==> src/xrtf_pkg.sv <==
package xrtf_pkg;

  // Frame size limit; offsets are 16 bits wide, so the usable limit is capped at 65536
  localparam int unsigned MAX_FRAME_BYTES = 65536;
  localparam int unsigned OFFSET_LIMIT    = (MAX_FRAME_BYTES > 65536) ? 65536 : MAX_FRAME_BYTES;
  localparam logic [15:0] LAST_OFFSET     = 16'(OFFSET_LIMIT - 1);

  // Per-byte status codes
  localparam logic [1:0] ST_OUTSIDE = 2'd0;
  localparam logic [1:0] ST_FRAME   = 2'd1;
  localparam logic [1:0] ST_LAST    = 2'd2;
  localparam logic [1:0] ST_ERROR   = 2'd3;

  // Root kinds
  localparam logic [1:0] RK_REQUEST = 2'd0;
  localparam logic [1:0] RK_REPLY   = 2'd1;
  localparam logic [1:0] RK_EVENT   = 2'd2;

  // Characters of interest
  localparam logic [7:0] CH_LT    = 8'h3C;
  localparam logic [7:0] CH_GT    = 8'h3E;
  localparam logic [7:0] CH_SLASH = 8'h2F;
  localparam logic [7:0] CH_SPACE = 8'h20;
  localparam logic [7:0] CH_TAB   = 8'h09;
  localparam logic [7:0] CH_CR    = 8'h0D;
  localparam logic [7:0] CH_LF    = 8'h0A;

  typedef struct packed {
    logic       restart;
    logic [7:0] data_byte;
  } item_t;

  typedef struct packed {
    logic [15:0] frame_offset;
    logic [1:0]  root_kind;
    logic [1:0]  status;
    logic [7:0]  byte_out;
  } result_t;

  // Length of a root name
  function automatic logic [3:0] root_len(input logic [1:0] kind);
    logic [3:0] len;
    len = 4'd5;
    if (kind == RK_REQUEST) len = 4'd7;
    return len;
  endfunction

  // Character idx of a root name ("Request", "Reply", "Event")
  function automatic logic [7:0] root_char(input logic [1:0] kind, input logic [2:0] idx);
    logic [7:0] ch;
    ch = 8'h00;
    case (kind)
      RK_REQUEST: begin
        case (idx)
          3'd0: ch = "R";
          3'd1: ch = "e";
          3'd2: ch = "q";
          3'd3: ch = "u";
          3'd4: ch = "e";
          3'd5: ch = "s";
          3'd6: ch = "t";
          default: ch = 8'h00;
        endcase
      end
      RK_REPLY: begin
        case (idx)
          3'd0: ch = "R";
          3'd1: ch = "e";
          3'd2: ch = "p";
          3'd3: ch = "l";
          3'd4: ch = "y";
          default: ch = 8'h00;
        endcase
      end
      RK_EVENT: begin
        case (idx)
          3'd0: ch = "E";
          3'd1: ch = "v";
          3'd2: ch = "e";
          3'd3: ch = "n";
          3'd4: ch = "t";
          default: ch = 8'h00;
        endcase
      end
      default: ch = 8'h00;
    endcase
    return ch;
  endfunction

  // Character expected at position m of the closing tag "</name>"
  function automatic logic [7:0] close_char(input logic [1:0] kind, input logic [3:0] m);
    logic [7:0] ch;
    logic [3:0] pos;
    pos = m - 4'd2;
    if (m == 4'd0) ch = CH_LT;
    else if (m == 4'd1) ch = CH_SLASH;
    else if (m < root_len(kind) + 4'd2) ch = root_char(kind, pos[2:0]);
    else ch = CH_GT;
    return ch;
  endfunction

endpackage

==> src/xml_root_tag_framer.sv <==
// A byte accepted into the input register moves on to the result register, behind
// the per-byte frame update, once that register has room (empty or being drained);
// its report transaction then stays on out_tvalid until out_tready takes it.
// Throughput: one byte per cycle unless out_tready stalls; frame state updates once per byte.
// Reset (rst_n low, synchronous): both stages empty, frame state back to skipping
// whitespace with all root candidates live and all counters at zero.
module xml_root_tag_framer (
  input  logic        clk,
  input  logic        rst_n,
  input  logic        in_tvalid,
  output logic        in_tready,
  input  logic [7:0]  in_tdata,   // [7:0] data_byte
  input  logic [0:0]  in_tuser,   // [0] restart
  output logic        out_tvalid,
  input  logic        out_tready,
  output logic [23:0] out_tdata,  // [7:0] byte_out, [23:8] frame_offset
  output logic [3:0]  out_tuser   // [1:0] status, [3:2] root_kind
);
  import xrtf_pkg::*;

  item_t   in_item, item;
  result_t res, out_res;
  logic    item_valid, fire;

  assign in_item.data_byte = in_tdata;
  assign in_item.restart   = in_tuser[0];

  // Input register
  xrtf_in_reg u_in_reg (
    .clk        (clk),
    .rst_n      (rst_n),
    .in_valid   (in_tvalid),
    .in_ready   (in_tready),
    .in_item    (in_item),
    .item_valid (item_valid),
    .item_take  (fire),
    .item       (item)
  );

  // Frame detection
  xrtf_parser u_parser (
    .clk   (clk),
    .rst_n (rst_n),
    .fire  (fire),
    .item  (item),
    .res   (res)
  );

  // Result register
  xrtf_out_reg u_out_reg (
    .clk        (clk),
    .rst_n      (rst_n),
    .item_valid (item_valid),
    .fire       (fire),
    .res        (res),
    .out_valid  (out_tvalid),
    .out_ready  (out_tready),
    .out_res    (out_res)
  );

  assign out_tdata = {out_res.frame_offset, out_res.byte_out};
  assign out_tuser = {out_res.root_kind, out_res.status};

endmodule

==> src/xrtf_in_reg.sv <==
module xrtf_in_reg (
  input  logic           clk,
  input  logic           rst_n,
  input  logic           in_valid,
  output logic           in_ready,
  input  xrtf_pkg::item_t in_item,
  output logic           item_valid,
  input  logic           item_take,
  output xrtf_pkg::item_t item
);
  import xrtf_pkg::*;

  logic  valid_r, valid_nxt;
  item_t item_r;
  logic  accept;

  // Slot frees when empty or when its item moves on this cycle
  assign in_ready  = !valid_r || item_take;
  assign accept    = in_valid && in_ready;
  assign valid_nxt = accept ? 1'b1 : (item_take ? 1'b0 : valid_r);

  always_ff @(posedge clk) begin
    if (!rst_n) begin
      valid_r <= 1'b0;
    end else begin
      valid_r <= valid_nxt;
    end
  end

  // Payload register
  always_ff @(posedge clk) begin
    if (accept) begin
      item_r <= in_item;
    end
  end

  assign item_valid = valid_r;
  assign item       = item_r;

endmodule

==> src/xrtf_parser.sv <==
module xrtf_parser (
  input  logic              clk,
  input  logic              rst_n,
  input  logic              fire,
  input  xrtf_pkg::item_t   item,
  output xrtf_pkg::result_t res
);
  import xrtf_pkg::*;

  typedef enum logic [1:0] {
    PH_SKIP = 2'd0,
    PH_ROOT = 2'd1,
    PH_BODY = 2'd2
  } phase_t;

  phase_t      phase_r, phase_nxt;
  logic [2:0]  cand_r, cand_nxt;
  logic [1:0]  chosen_r, chosen_nxt;
  logic [3:0]  cm_r, cm_nxt;
  logic [15:0] pos_r, pos_nxt;

  // Frame state after an optional restart
  logic [1:0]  eff_phase;
  logic [2:0]  eff_cand;
  logic [1:0]  eff_chosen;
  logic [3:0]  eff_cm;
  logic [15:0] eff_pos;

  logic [16:0] next_pos;
  logic [7:0]  b;
  logic        is_space, is_name_end;
  logic [2:0]  live, found;
  logic [2:0]  name_idx;
  logic [1:0]  body_kind;
  logic [3:0]  m, m_inc, len_b;

  assign b           = item.data_byte;
  assign is_space    = (b == CH_SPACE) || (b == CH_TAB) || (b == CH_CR) || (b == CH_LF);
  assign is_name_end = (b == CH_SPACE) || (b == CH_GT) || (b == CH_CR) || (b == CH_LF);

  always_comb begin
    if (item.restart) begin
      eff_phase  = PH_SKIP;
      eff_cand   = 3'b111;
      eff_chosen = RK_REQUEST;
      eff_cm     = 4'd0;
      eff_pos    = 16'd0;
    end else begin
      eff_phase  = phase_r;
      eff_cand   = cand_r;
      eff_chosen = chosen_r;
      eff_cm     = cm_r;
      eff_pos    = pos_r;
    end
  end

  assign next_pos = {1'b0, eff_pos} + 17'd1;
  assign name_idx = next_pos[2:0] - 3'd1;

  // Root name match, one lane per candidate
  always_comb begin
    for (int k = 0; k < 3; k++) begin
      live[k]  = eff_cand[k] && (next_pos <= {13'd0, root_len(2'(k))})
                 && (b == root_char(2'(k), name_idx));
      found[k] = eff_cand[k] && (next_pos == {13'd0, root_len(2'(k))} + 17'd1)
                 && is_name_end;
    end
  end

  // Closing tag tracking
  assign body_kind = (eff_chosen == RK_EVENT || eff_chosen == RK_REPLY) ? eff_chosen
                                                                         : RK_REQUEST;
  assign len_b = root_len(body_kind);
  assign m     = (eff_cm > len_b + 4'd2) ? 4'd0 : eff_cm;
  assign m_inc = m + 4'd1;

  // Next state and result
  always_comb begin
    phase_nxt        = phase_t'(eff_phase);
    cand_nxt         = eff_cand;
    chosen_nxt       = eff_chosen;
    cm_nxt           = eff_cm;
    pos_nxt          = eff_pos;
    res.byte_out     = b;
    res.status       = ST_OUTSIDE;
    res.root_kind    = RK_REQUEST;
    res.frame_offset = 16'd0;

    unique case (eff_phase)
      PH_ROOT, PH_BODY: begin
        if (next_pos >= 17'(OFFSET_LIMIT)) begin
          // Frame too long
          res.status       = ST_ERROR;
          res.root_kind    = (eff_phase == PH_BODY) ? eff_chosen : RK_REQUEST;
          res.frame_offset = LAST_OFFSET;
          phase_nxt        = PH_SKIP;
          cand_nxt         = 3'b111;
          chosen_nxt       = RK_REQUEST;
          cm_nxt           = 4'd0;
          pos_nxt          = 16'd0;
        end else if (eff_phase == PH_ROOT) begin
          res.frame_offset = next_pos[15:0];
          pos_nxt          = next_pos[15:0];
          if (found != 3'b000) begin
            phase_nxt     = PH_BODY;
            chosen_nxt    = found[0] ? RK_REQUEST : (found[1] ? RK_REPLY : RK_EVENT);
            cand_nxt      = found[0] ? 3'b001 : (found[1] ? 3'b010 : 3'b100);
            cm_nxt        = 4'd0;
            res.status    = ST_FRAME;
            res.root_kind = found[0] ? RK_REQUEST : (found[1] ? RK_REPLY : RK_EVENT);
          end else if (live == 3'b000) begin
            // Unknown root
            res.status = ST_ERROR;
            phase_nxt  = PH_SKIP;
            cand_nxt   = 3'b111;
            chosen_nxt = RK_REQUEST;
            cm_nxt     = 4'd0;
            pos_nxt    = 16'd0;
          end else begin
            cand_nxt   = live;
            res.status = ST_FRAME;
          end
        end else begin
          res.frame_offset = next_pos[15:0];
          res.root_kind    = body_kind;
          pos_nxt          = next_pos[15:0];
          if (b == close_char(body_kind, m)) begin
            if (m_inc == len_b + 4'd3) begin
              res.status = ST_LAST;
              phase_nxt  = PH_SKIP;
              cand_nxt   = 3'b111;
              chosen_nxt = RK_REQUEST;
              cm_nxt     = 4'd0;
              pos_nxt    = 16'd0;
            end else begin
              res.status = ST_FRAME;
              cm_nxt     = m_inc;
            end
          end else begin
            res.status = ST_FRAME;
            cm_nxt     = (b == CH_LT) ? 4'd1 : 4'd0;
          end
        end
      end
      default: begin
        // Skipping; the unused phase code behaves the same
        phase_nxt = PH_SKIP;
        if (is_space) begin
          res.status = ST_OUTSIDE;
        end else if (b == CH_LT) begin
          phase_nxt  = PH_ROOT;
          cand_nxt   = 3'b111;
          chosen_nxt = RK_REQUEST;
          cm_nxt     = 4'd0;
          pos_nxt    = 16'd0;
          res.status = ST_FRAME;
        end else begin
          res.status = ST_ERROR;
          cand_nxt   = 3'b111;
          chosen_nxt = RK_REQUEST;
          cm_nxt     = 4'd0;
          pos_nxt    = 16'd0;
        end
      end
    endcase
  end

  // Frame state, updated as each transaction leaves for the result register
  always_ff @(posedge clk) begin
    if (!rst_n) begin
      phase_r  <= PH_SKIP;
      cand_r   <= 3'b111;
      chosen_r <= RK_REQUEST;
      cm_r     <= 4'd0;
      pos_r    <= 16'd0;
    end else if (fire) begin
      phase_r  <= phase_nxt;
      cand_r   <= cand_nxt;
      chosen_r <= chosen_nxt;
      cm_r     <= cm_nxt;
      pos_r    <= pos_nxt;
    end
  end

  // A confirmed root leaves exactly one candidate
  a_body_onehot: assert property (@(posedge clk) disable iff (!rst_n)
    (phase_r == PH_BODY) |-> $onehot(cand_r))
    else $error("body phase without a single root candidate");

  // Outside a frame the counters sit at zero
  a_skip_clear: assert property (@(posedge clk) disable iff (!rst_n)
    (phase_r == PH_SKIP) |-> (pos_r == 16'd0 && cm_r == 4'd0))
    else $error("counters not cleared while skipping");

  // A last byte or an error always drops back to skipping
  a_end_idle: assert property (@(posedge clk) disable iff (!rst_n)
    (fire && (res.status == ST_LAST || res.status == ST_ERROR)) |=> (phase_r == PH_SKIP))
    else $error("frame end did not return to skipping");

  // Closing tag match never runs past the tag length
  a_cm_range: assert property (@(posedge clk) disable iff (!rst_n)
    (phase_r == PH_BODY) |-> (cm_r <= root_len(chosen_r) + 4'd2))
    else $error("closing tag position out of range");

endmodule

==> src/xrtf_out_reg.sv <==
module xrtf_out_reg (
  input  logic              clk,
  input  logic              rst_n,
  input  logic              item_valid,
  output logic              fire,
  input  xrtf_pkg::result_t res,
  output logic              out_valid,
  input  logic              out_ready,
  output xrtf_pkg::result_t out_res
);
  import xrtf_pkg::*;

  logic    valid_r, valid_nxt;
  result_t res_r;
  logic    room;

  // Register can load when empty or being drained this cycle
  assign room      = !valid_r || out_ready;
  assign fire      = item_valid && room;
  assign valid_nxt = fire ? 1'b1 : (out_ready ? 1'b0 : valid_r);

  always_ff @(posedge clk) begin
    if (!rst_n) begin
      valid_r <= 1'b0;
    end else begin
      valid_r <= valid_nxt;
    end
  end

  // Result payload
  always_ff @(posedge clk) begin
    if (fire) begin
      res_r <= res;
    end
  end

  assign out_valid = valid_r;
  assign out_res   = res_r;

endmodule

==> config.mk <==
export PLATFORM = sky130hd
export DESIGN_NAME = xml_root_tag_framer
export DESIGN_NICKNAME = d
export VERILOG_FILES = /design/src/xrtf_pkg.sv /design/src/xml_root_tag_framer.sv /design/src/xrtf_in_reg.sv /design/src/xrtf_parser.sv /design/src/xrtf_out_reg.sv
export SDC_FILE = /design/constraint.sdc
export NUM_CORES = 1
export LEC_CHECK = 0
export BUFFER_PORTS_ARGS = -buffer_cell sky130_fd_sc_hd__buf_2
export CORE_ASPECT_RATIO = 1.4
export CORE_MARGIN = 8
export CORE_UTILIZATION = 66
export DETAILED_ROUTE_END_ITERATION = 8
export GPL_ROUTABILITY_DRIVEN = 0
export PLACE_DENSITY = 0.87
export SYNTH_ARGS = -nofsm -noshare
export SYNTH_HDL_FRONTEND = slang
export SYNTH_HIERARCHICAL = 1
export SYNTH_SLANG_ARGS = --single-unit
==> constraint.sdc <==
create_clock -name clk -period 12.82 [get_ports clk]
set_input_delay 2.564 -clock clk [delete_from_list [all_inputs] [get_ports clk]]
set_output_delay 2.564 -clock clk [all_outputs]
set_load 0.02 [all_outputs]
==> impl_metrics.json, run 1 <==
{
  "status": "finished clean",
  "async_reset_ff_share_pct": 0,
  "cts_setup_buffers": 0,
  "slowest_stage": "or4_1",
  "io_pins": 43,
  "final_layout_size_suffix_gt1_share_pct": 14.5,
  "synth_top_area_share_pct": 21.6,
  "multi_input_area_mm2": 0.00312,
  "cts_max_level": 3,
  "regToRegSetupSlack_ps": 6170,
  "startpoint_type": "register",
  "yosysTopAreaCell": "edfxtp_1",
  "hold_start": "u_parser/cm_r[1]",
  "cp_cell_sequence": "buf_4, nand2b_1, inv_1, ha_1, inv_1, ha_1, nand3_1, or2_1, a21oi_1, inv_1, ha_1, or4_1, a32oi_1, nor2_1, xor2_1, or4_1, a221o_1, or4_4, nand3_4, o32ai_1, a21o_1",
  "cts.sinks": 66,
  "synth_area_mm2": 0.00515,
  "cp_max_fo": 46,
  "avgSynthCellArea_um2": 8.51,
  "peakVddDrop_v": 0.0000806,
  "numCtsBuffers": 9,
  "drt_iter0_drc": 554,
  "fin_worst_skew_ps": 10.8,
  "grt_pass1_vias": 4661,
  "die_h_um": 121,
  "die-area_mm2": 0.0109,
  "antenna_cells": 0,
  "totalNegativeSetupSlack_ps": 0,
  "syn_to_final_growth_pct": 5.95,
  "endpoint_kind": "register",
  "reg2reg_from": "u_in_reg/item[8]",
  "ys_seq_area_share_pct": 32.9,
  "track_usage_pct": 24.5,
  "cap_violations": 0,
  "synth_nets": 644,
  "grt-ovfl-total": 0,
  "cts-resized-gates": 0,
  "clkLatencyLatePin_ps": 360,
  "core_area_mm2": 0.00765,
  "drtAntennaViolNets": 0,
  "critPathKind": "register to register",
  "vias": 4828,
  "min_path_type": "register to register",
  "synth_cells": 605,
  "grt_max_degree": 47,
  "root_buffer": "clkbuf_8",
  "nets": 649,
  "seqCellArea_mm2": 0.00169,
  "maxSlewViolCount": 0,
  "grt_pass1_wl_mm": 22.0,
  "timing.fmax_ghz": 0.150,
  "ys.flop_type": "edfxtp_1",
  "cts_buffer_depth": 2,
  "cts_tree": "built",
  "hold_path_end": "u_parser/cm_r[1]",
  "cp.arrival_ps": 6910,
  "viasPerCell": 6.75,
  "io_buffers": 42,
  "finalCritPeriodShare_pct": 51.9,
  "final_core_util_pct": 71.3,
  "setup_viol": 0,
  "routedWlPerCell_um": 18.7,
  "cp.required_ps": 13080,
  "antenna_found_initial": 0,
  "routed_wl_mm": 13.3,
  "drt_first_pass_iters": 6,
  "worstReg2RegEnd": "u_parser/pos_r[10]",
  "r2r.worst_path.cells": 21,
  "synth_seq_cells": 66,
  "hold_viol": 0,
  "min_period_ps": 6650,
  "start_util_pct": 67.3,
  "core.rowCount": 38,
  "startpoint": "u_in_reg/item[8]",
  "clkSlewWorstSetupHoldPaths_ps": 80,
  "fin_hold_ws_ps": 466,
  "ys_top_cells_by_area": "edfxtp_1, dfxtp_1, ha_1, a21oi_1, nor2_1",
  "n_fill_cell": 576,
  "hpwl_mm": 9.27,
  "min_path_cells": 2,
  "tightestPinTransition_ps": 989,
  "pwr_density_cell_mw_per_mm2": 84.4,
  "grt_setup_unrepaired": "false",
  "drc": 0,
  "max-slew-margin-rel_pct": 34.1,
  "critical-path-max-stage-delay_ps": 580,
  "ctsHoldBuffers": 0,
  "synth_enable_flop_cells": 37,
  "die_x_um": 90.6,
  "leakage_uw": 0.00192,
  "yosysUniqueCellTypes": 88,
  "yosys_warnings": 6
}
==> layout make-up <==
cell class / count / area share (%)
Clock inverter: 7 / 0.986
Clock buffer: 9 / 2.27
Tap cell: 100 / 2.29
Inverter: 32 / 2.20
Multi-Input combinational cell: 457 / 57.1
Sequential cell: 66 / 31.0
Timing Repair Buffer: 44 / 4.13
==> cells in the final DEF (no fill, tap or decap), types with 4 or more instances in the layout <==
master / netlist / routed
a21oi_1: 45 / 45
dfxtp_1: 29 / 29
xnor2_1: 11 / 11
a211oi_1: 13 / 13
clkbuf_8: 0 / 9
nand3_1: 22 / 22
o21a_1: 7 / 7
a31oi_1: 9 / 9
nor2b_1: 11 / 10
nand4_1: 5 / 5
nor2_1: 44 / 44
a31o_1: 5 / 5
and3_1: 9 / 9
a221oi_1: 5 / 5
buf_2: 3 / 42
o21ai_0: 18 / 18
and2_1: 8 / 8
mux2i_1: 6 / 6
a22oi_1: 4 / 4
or2_2: 9 / 9
nor3_1: 13 / 13
inv_1: 28 / 28
xor2_1: 12 / 12
edfxtp_1: 37 / 37
nand2_1: 32 / 32
o21ai_1: 12 / 11
o211ai_1: 7 / 7
nor4_1: 6 / 6
nand2b_1: 14 / 14
or3_1: 10 / 10
nor3b_1: 5 / 5
ha_1: 25 / 25
nor4b_1: 4 / 4
nand3b_1: 4 / 4
a21o_1: 9 / 9
==> flip-flops by register name (all words and copies together), names as in the netlist <==
signal               flops
u_parser/chosen_r        2
u_out_reg/out_valid      1
u_parser/phase_r         2
u_parser/cm_r            4
u_parser/cand_r          3
u_in_reg/item_valid      1
u_parser/pos_r          16
u_in_reg/item            9
u_out_reg/out_res       28
==> how the worst max path moves through the flow <==
stage                          to  cells after the start
5_1_grt        u_parser/pos_r[10]                     21
3_5_place_dp   u_parser/pos_r[10]                     21
6_report       u_parser/pos_r[10]                     21
3_3_place_gp   u_parser/pos_r[10]                     21
2_1_floorplan           in_tready                      3
4_1_cts        u_parser/pos_r[10]                     21
==> logic make-up after synthesis <==
group / share of synthesized area (%)
flip-flops: 32.9
multiplexers: 1.60
adder cells (fa/ha/maj): 6.46
buffers and inverters: 6.85
AND/OR/NAND/NOR: 23.1
AO/OA/AOI/OAI: 25.2
XOR/XNOR: 3.91
==> through the flow <==
stage	setup slack, ps	instance area, um2	instances	total power (uW)
3_3_place_gp	6600	5280	699	302
6_report	6170	5460	715	461
3_5_place_dp	6280	5280	699	304
5_1_grt	5820	5460	715	478
4_1_cts	6260	5460	715	462
2_1_floorplan	5880	5150	605	288
==> critical path, delay by kind of cell, from the launching register on <==
kind | cells | cell delay [ps]
fa+ha+maj | 3 | 1270
xor+xnor | 1 | 140
simple gates | 8 | 2500
buf+inv | 4 | 820
compound gates | 5 | 1440
flops | 1 | 340
==> synthesized netlist by cell type, drive strengths merged (11+ instances only) <==
| cell | number |
|---|---|
| nand2 | 32 |
| clkbuf | 36 |
| inv | 31 |
| nand2b | 15 |
| a211oi | 13 |
| xor2 | 12 |
| edfxtp | 37 |
| xnor2 | 11 |
| nor3 | 13 |
| nand3 | 23 |
| buf | 14 |
| nor2 | 44 |
| a21oi | 45 |
| o21ai | 30 |
| ha | 25 |
| dfxtp | 29 |
| nor2b | 12 |
| or2 | 11 |
==> per-layer routing <==
layer	global-route usage (%)	wire length (um)	vias up
met5	0	0	-
met4	12.9	395	0
met3	4.90	863	32
met2	43.8	6860	243
met1	26.9	5230	2300
li1	-	-	2253
==> where the power goes <==
group | switching, uW | internal, uW | total (uW) | leakage (uW)
Clock | 88.6 | 71.2 | 160 | 0.0000822
Sequential | 8.54 | 232 | 241 | 0.000578
Combinational | 39.5 | 20.6 | 60.1 | 0.00126
No activity file was read; power rests on OpenSTA's default activity.
==> run 2: changes to the inputs <==
Settings changed: CORE_UTILIZATION 66 to 61, PLACE_DENSITY 0.87 to 0.81.
Clock period 12.82 ns to 6.6 ns, I/O delays scaled along.
==> impl_metrics.json, run 2 (synthesis gave the netlist of run 1 again) <==
{
  "routed_wl_mm": 13.2,
  "final_layout_size_suffix_gt1_share_pct": 14.7,
  "cts-resized-gates": 0,
  "cts_tree": "built",
  "syn_to_final_growth_pct": 9.23,
  "cap_violations": 0,
  "antenna_found_initial": 0,
  "vias": 4776,
  "drt_iter0_drc": 437,
  "cp_cell_sequence": "nand2b_1, ha_1, inv_1, ha_1, nand3_1, or2_1, a21oi_1, inv_1, ha_1, or4_1, a32oi_1, nor2_1, xor2_1, or4_1, a221o_1, or4_4, nand3_4, o32ai_1, a21o_1",
  "cp_max_fo": 14,
  "setup_ws_ps": 428,
  "cts_buffer_depth": 2,
  "grt-ovfl-total": 0,
  "fin_worst_skew_ps": 7.26,
  "largest_reg_flops": 28,
  "grt_pass1_wl_mm": 21.4,
  "io_pins": 43,
  "track_usage_pct": 22.4,
  "leakage_uw": 0.00201,
  "setup_viol": 0,
  "layout_common_cells": "a21oi_1, nor2_1, buf_2",
  "antenna_cells": 0,
  "peakVddDrop_v": 0.000209,
  "clkSlewWorstSetupHoldPaths_ps": 60,
  "hpwl_mm": 9.19,
  "die-area_mm2": 0.0117,
  "core.rowCount": 39,
  "grt_setup_unrepaired": "false",
  "drt_first_pass_iters": 5,
  "cp.arrival_ps": 6400,
  "final_core_util_pct": 68.6,
  "numCtsBuffers": 9,
  "die_h_um": 125,
  "die_x_um": 93.6,
  "power.switching_uw": 275,
  "cp.required_ps": 6830,
  "finalCritPeriodShare_pct": 93.5,
  "totalNegativeSetupSlack_ps": 0,
  "min_period_ps": 6170,
  "cts.sinks": 66,
  "cts_max_level": 3,
  "pwr-share-clk_pct": 47.2,
  "startpoint_type": "register",
  "nets": 651,
  "dp_slack_ps": 478,
  "drc": 0,
  "fin_hold_ws_ps": 461,
  "root_buffer": "clkbuf_16",
  "clkLatencyLatePin_ps": 340,
  "final-instance-count-excl-fill": 719,
  "max-slew-margin-rel_pct": 32.9,
  "internal-power_uw": 833,
  "endpoint_kind": "register",
  "tightestPinTransition_ps": 1010,
  "grt_pass1_vias": 4509,
  "routedWlPerCell_um": 18.4,
  "maxSlewViolCount": 0,
  "timing.fmax_ghz": 0.162,
  "critical-path-max-stage-delay_ps": 560,
  "min_path_type": "register to register",
  "cts_setup_buffers": 0,
  "ctsHoldBuffers": 0,
  "core_area_mm2": 0.00820,
  "place_inst": 703,
  "viasPerCell": 6.64,
  "pwr_density_cell_mw_per_mm2": 197,
  "path_delay_family": "simple AND/OR/NAND/NOR gates",
  "grt_max_degree": 45,
  "crit_top_cell": "ha_1",
  "switching_share_pct": 24.8,
  "path_buf_inv": 2,
  "status": "finished clean",
  "p_seq_share_pct": 42.2,
  "start_util_pct": 62.8,
  "combPwrFrac_pct": 10.5,
  "drtAntennaViolNets": 0,
  "io_buffers": 42,
  "final_common_cell": "a21oi_1",
  "hold_viol": 0,
  "slowest_stage": "or4_1",
  "critPathKind": "register to register"
}
## run 2: area by class of cell
class,count,area (um2)
Clock buffer,10,239
Clock inverter,6,90.1
Fill cell,665,2570
Inverter,32,120
Multi-Input combinational cell,457,3120
Sequential cell,66,1690
Tap cell,102,128
Timing Repair Buffer,46,240
## run 2: worst register-to-register path, delay by kind of cell, from the launching register on
family          cells  cell delay [ps]
flops               1              400
compound gates      5             1410
simple gates        8             2500
fa+ha+maj           3             1280
xor+xnor            1              150
buf+inv             2              330
## run 2: per-stage QoR
stage | cell area [um2] | total power [uW]
after CTS | 5620 | 1110
after global routing | 5620 | 1140
after global placement | 5300 | 588
final | 5620 | 1110
after detailed placement | 5300 | 591
after floorplan | 5150 | 560
## run 2: final timing paths
kind	start	endpoint	slack (ps)	cells past startpoint
max	u_in_reg/item[8]	u_parser/pos_r[10]	430	19
min	u_parser/cand_r[1]	u_parser/cand_r[1]	460	2
max reg2reg	u_in_reg/item[8]	u_parser/pos_r[10]	430	19
min reg2reg	u_parser/cand_r[1]	u_parser/cand_r[1]	460	2
## run 2: power groups by stage
stage / Clock (uW) / Sequential, uW / Combinational, uW
after CTS: 530 / 468 / 116
final: 524 / 468 / 117
after global placement: 0 / 476 / 113
after detailed placement: 0 / 476 / 115
after global routing: 541 / 471 / 125
after floorplan: 0 / 480 / 80.2
## run 2: routing by layer
| layer | up-vias | wire, um | part of all wire [%] | global-route usage (%) |
|---|---|---|---|---|
| met5 | - | 0 | 0 | 0 |
| met1 | 2292 | 5380 | 41 | 25.0 |
| met2 | 202 | 6560 | 50 | 37.7 |
| met3 | 40 | 787 | 6.0 | 4.34 |
| met4 | 0 | 495 | 3.7 | 13.5 |
| li1 | 2242 | - | - | - |
==> run 3: changes to the inputs <==
Settings changed: SYNTH_HIERARCHICAL 1 to default.
==> impl_metrics.json, run 3 <==
{
  "status": "finished clean",
  "synth_enable_flop_cells": 37,
  "cts_setup_buffers": 0,
  "routedWlPerCell_um": 19.9,
  "syn_to_final_growth_pct": 8.53,
  "setup_viol": 0,
  "drc": 0,
  "critPathKind": "register to register",
  "ys.flop_type": "edfxtp_1",
  "cap_violations": 0,
  "seqCellArea_mm2": 0.00169,
  "ctsHoldBuffers": 0,
  "min_path_type": "register to register",
  "leakage_uw": 0.00207,
  "startpoint_type": "register",
  "clkLatencyLatePin_ps": 340,
  "grt_pass1_wl_mm": 25.1,
  "cp.required_ps": 6650,
  "layout_common_cells": "nand2_1, nor2_1, a21oi_1",
  "die-area_mm2": 0.0123,
  "vias": 5242,
  "place_inst": 755,
  "cp.arrival_ps": 6020,
  "die_x_um": 95.9,
  "n_fill_cell": 726,
  "cts-resized-gates": 0,
  "synth_seq_cells": 66,
  "maxSlewViolCount": 0,
  "drtAntennaViolNets": 0,
  "antenna_cells": 0,
  "synth_top_area_share_pct": 20.4,
  "synth_nets": 683,
  "synth_cells": 644,
  "grt_setup_unrepaired": "false",
  "nets": 698,
  "avgSynthCellArea_um2": 8.47,
  "grt_pass1_vias": 4944,
  "routed_wl_mm": 15.3,
  "die_h_um": 128,
  "cts.sinks": 66,
  "fin_worst_skew_ps": 5.73,
  "numCtsBuffers": 9,
  "io_buffers": 42,
  "root_buffer": "clkbuf_16",
  "stdcell_area_mm2": 0.00592,
  "core.rowCount": 41,
  "pwr_density_cell_mw_per_mm2": 173,
  "finalCritPeriodShare_pct": 90.4,
  "hold_viol": 0,
  "synth_area_mm2": 0.00546,
  "async_reset_ff_share_pct": 0,
  "clkSlewWorstSetupHoldPaths_ps": 50,
  "yosysUniqueCellTypes": 97,
  "antenna_found_initial": 0,
  "totalNegativeSetupSlack_ps": 0,
  "grt_max_degree": 31,
  "grt-ovfl-total": 0,
  "min_period_ps": 5960,
  "drt_first_pass_iters": 7,
  "yosys_warnings": 0,
  "multi_input_area_mm2": 0.00347,
  "timing.fmax_ghz": 0.168,
  "viasPerCell": 6.81,
  "dpl_cell_area_mm2": 0.00564,
  "cts_buffer_depth": 2,
  "synthTopCellsByCount": "nand2_1, nor2_1, a21oi_1, edfxtp_1, o21ai_0",
  "max-slew-margin-rel_pct": 39.0,
  "tightestPinTransition_ps": 911,
  "peakVddDrop_v": 0.000176,
  "ys_seq_area_share_pct": 31.0,
  "track_usage_pct": 25.8,
  "cp_max_fo": 18,
  "yosysTopAreaCell": "edfxtp_1",
  "largest_reg_flops": 28,
  "io_pins": 43,
  "start_util_pct": 61.5,
  "ys_top_cells_by_area": "edfxtp_1, dfxtp_1, ha_1, a21oi_1, nand2_1",
  "endpoint_kind": "register",
  "core_area_mm2": 0.00887,
  "drt_iter0_drc": 540,
  "cts_tree": "built",
  "final-instance-count-excl-fill": 770,
  "hpwl_mm": 10.9,
  "final_layout_size_suffix_gt1_share_pct": 14.0,
  "cts_max_level": 3
}
-- run 3: cell types whose count changed after synthesis, sizes merged, moves of 6 or more --
cell / previous run / this run
nor2b: 12 / 28
nand2: 32 / 46
clkbuf: 36 / 25
nor3: 13 / 22
inv: 31 / 23
nand4: 5 / 13
a211oi: 13 / 6
a211o: 0 / 6
and3: 10 / 4
o31ai: 3 / 9
or2: 11 / 5
-- run 3: worst paths after layout --
kind	startpoint	end	slack (ps)	cells past startpoint
max	u_in_reg.item[8]	u_out_reg.out_res[8]	640	18
min	u_parser.phase_r[1]	u_parser.phase_r[1]	490	2
max reg2reg	u_in_reg.item[8]	u_out_reg.out_res[8]	640	18
min reg2reg	u_parser.phase_r[1]	u_parser.phase_r[1]	490	2
-- run 3: cell type report --
type | count | area share [%]
repair buffers | 48 | 4.31
clock buffers | 11 | 3.93
clock inverters | 4 | 0.740
inverters | 24 | 1.52
multi-input cells | 510 | 58.7
flip-flops and latches | 66 | 28.6
well taps | 107 | 2.26
-- run 3: stage by stage --
stage	utilization (%)	hold slack, ps	setup slack [ps]	total power [uW]
floorplan	-	421	439	543
global placement	63.5	453	662	570
detailed placement	63.5	473	407	573
CTS	66.6	485	385	1030
global route	66.7	509	123	1060
finish	66.7	487	635	1030
-- run 3: cells by family (layout without fill, tap and decap cells) --
| logic type | count (synthesis) | in the layout | share of synthesized area [%] |
|---|---|---|---|
| compound gates | 187 | 187 | 24.4 |
| fa+ha+maj | 26 | 26 | 6.10 |
| buf+inv | 68 | 87 | 5.44 |
| mux | 12 | 12 | 2.25 |
| xor+xnor | 24 | 24 | 3.85 |
| flops | 66 | 66 | 31.0 |
| simple gates | 261 | 261 | 26.9 |
-- run 3: report_power, final --
group / internal (uW) / total (uW) / switching (uW)
Clock: 287 / 459 / 171
Combinational: 35.5 / 104 / 68.3
Sequential: 448 / 464 / 16.1
Total: 771 / 1030 / 255
-- run 3: worst max-delay path, stage by stage (launching register included) --
cell	delay [ps]
edfxtp_1	420
nor2b_1	260
inv_1	90
ha_1	530
inv_1	160
ha_1	390
nand3_1	160
or2_1	280
a21boi_1	460
ha_2	490
a211o_1	350
o21ai_0	430
o2111ai_1	180
a211oi_1	270
a211oi_1	110
or3_1	440
or3_1	460
nor2_1	120
nor2_1	60
-- run 3: layer usage --
layer / GRT usage (%) / vias up / wire length (um)
met5: 0 / - / 0
met4: 16.0 / 0 / 895
met3: 4.69 / 77 / 964
met2: 42.2 / 247 / 7590
met1: 30.2 / 2483 / 5840
li1: - / 2435 / -
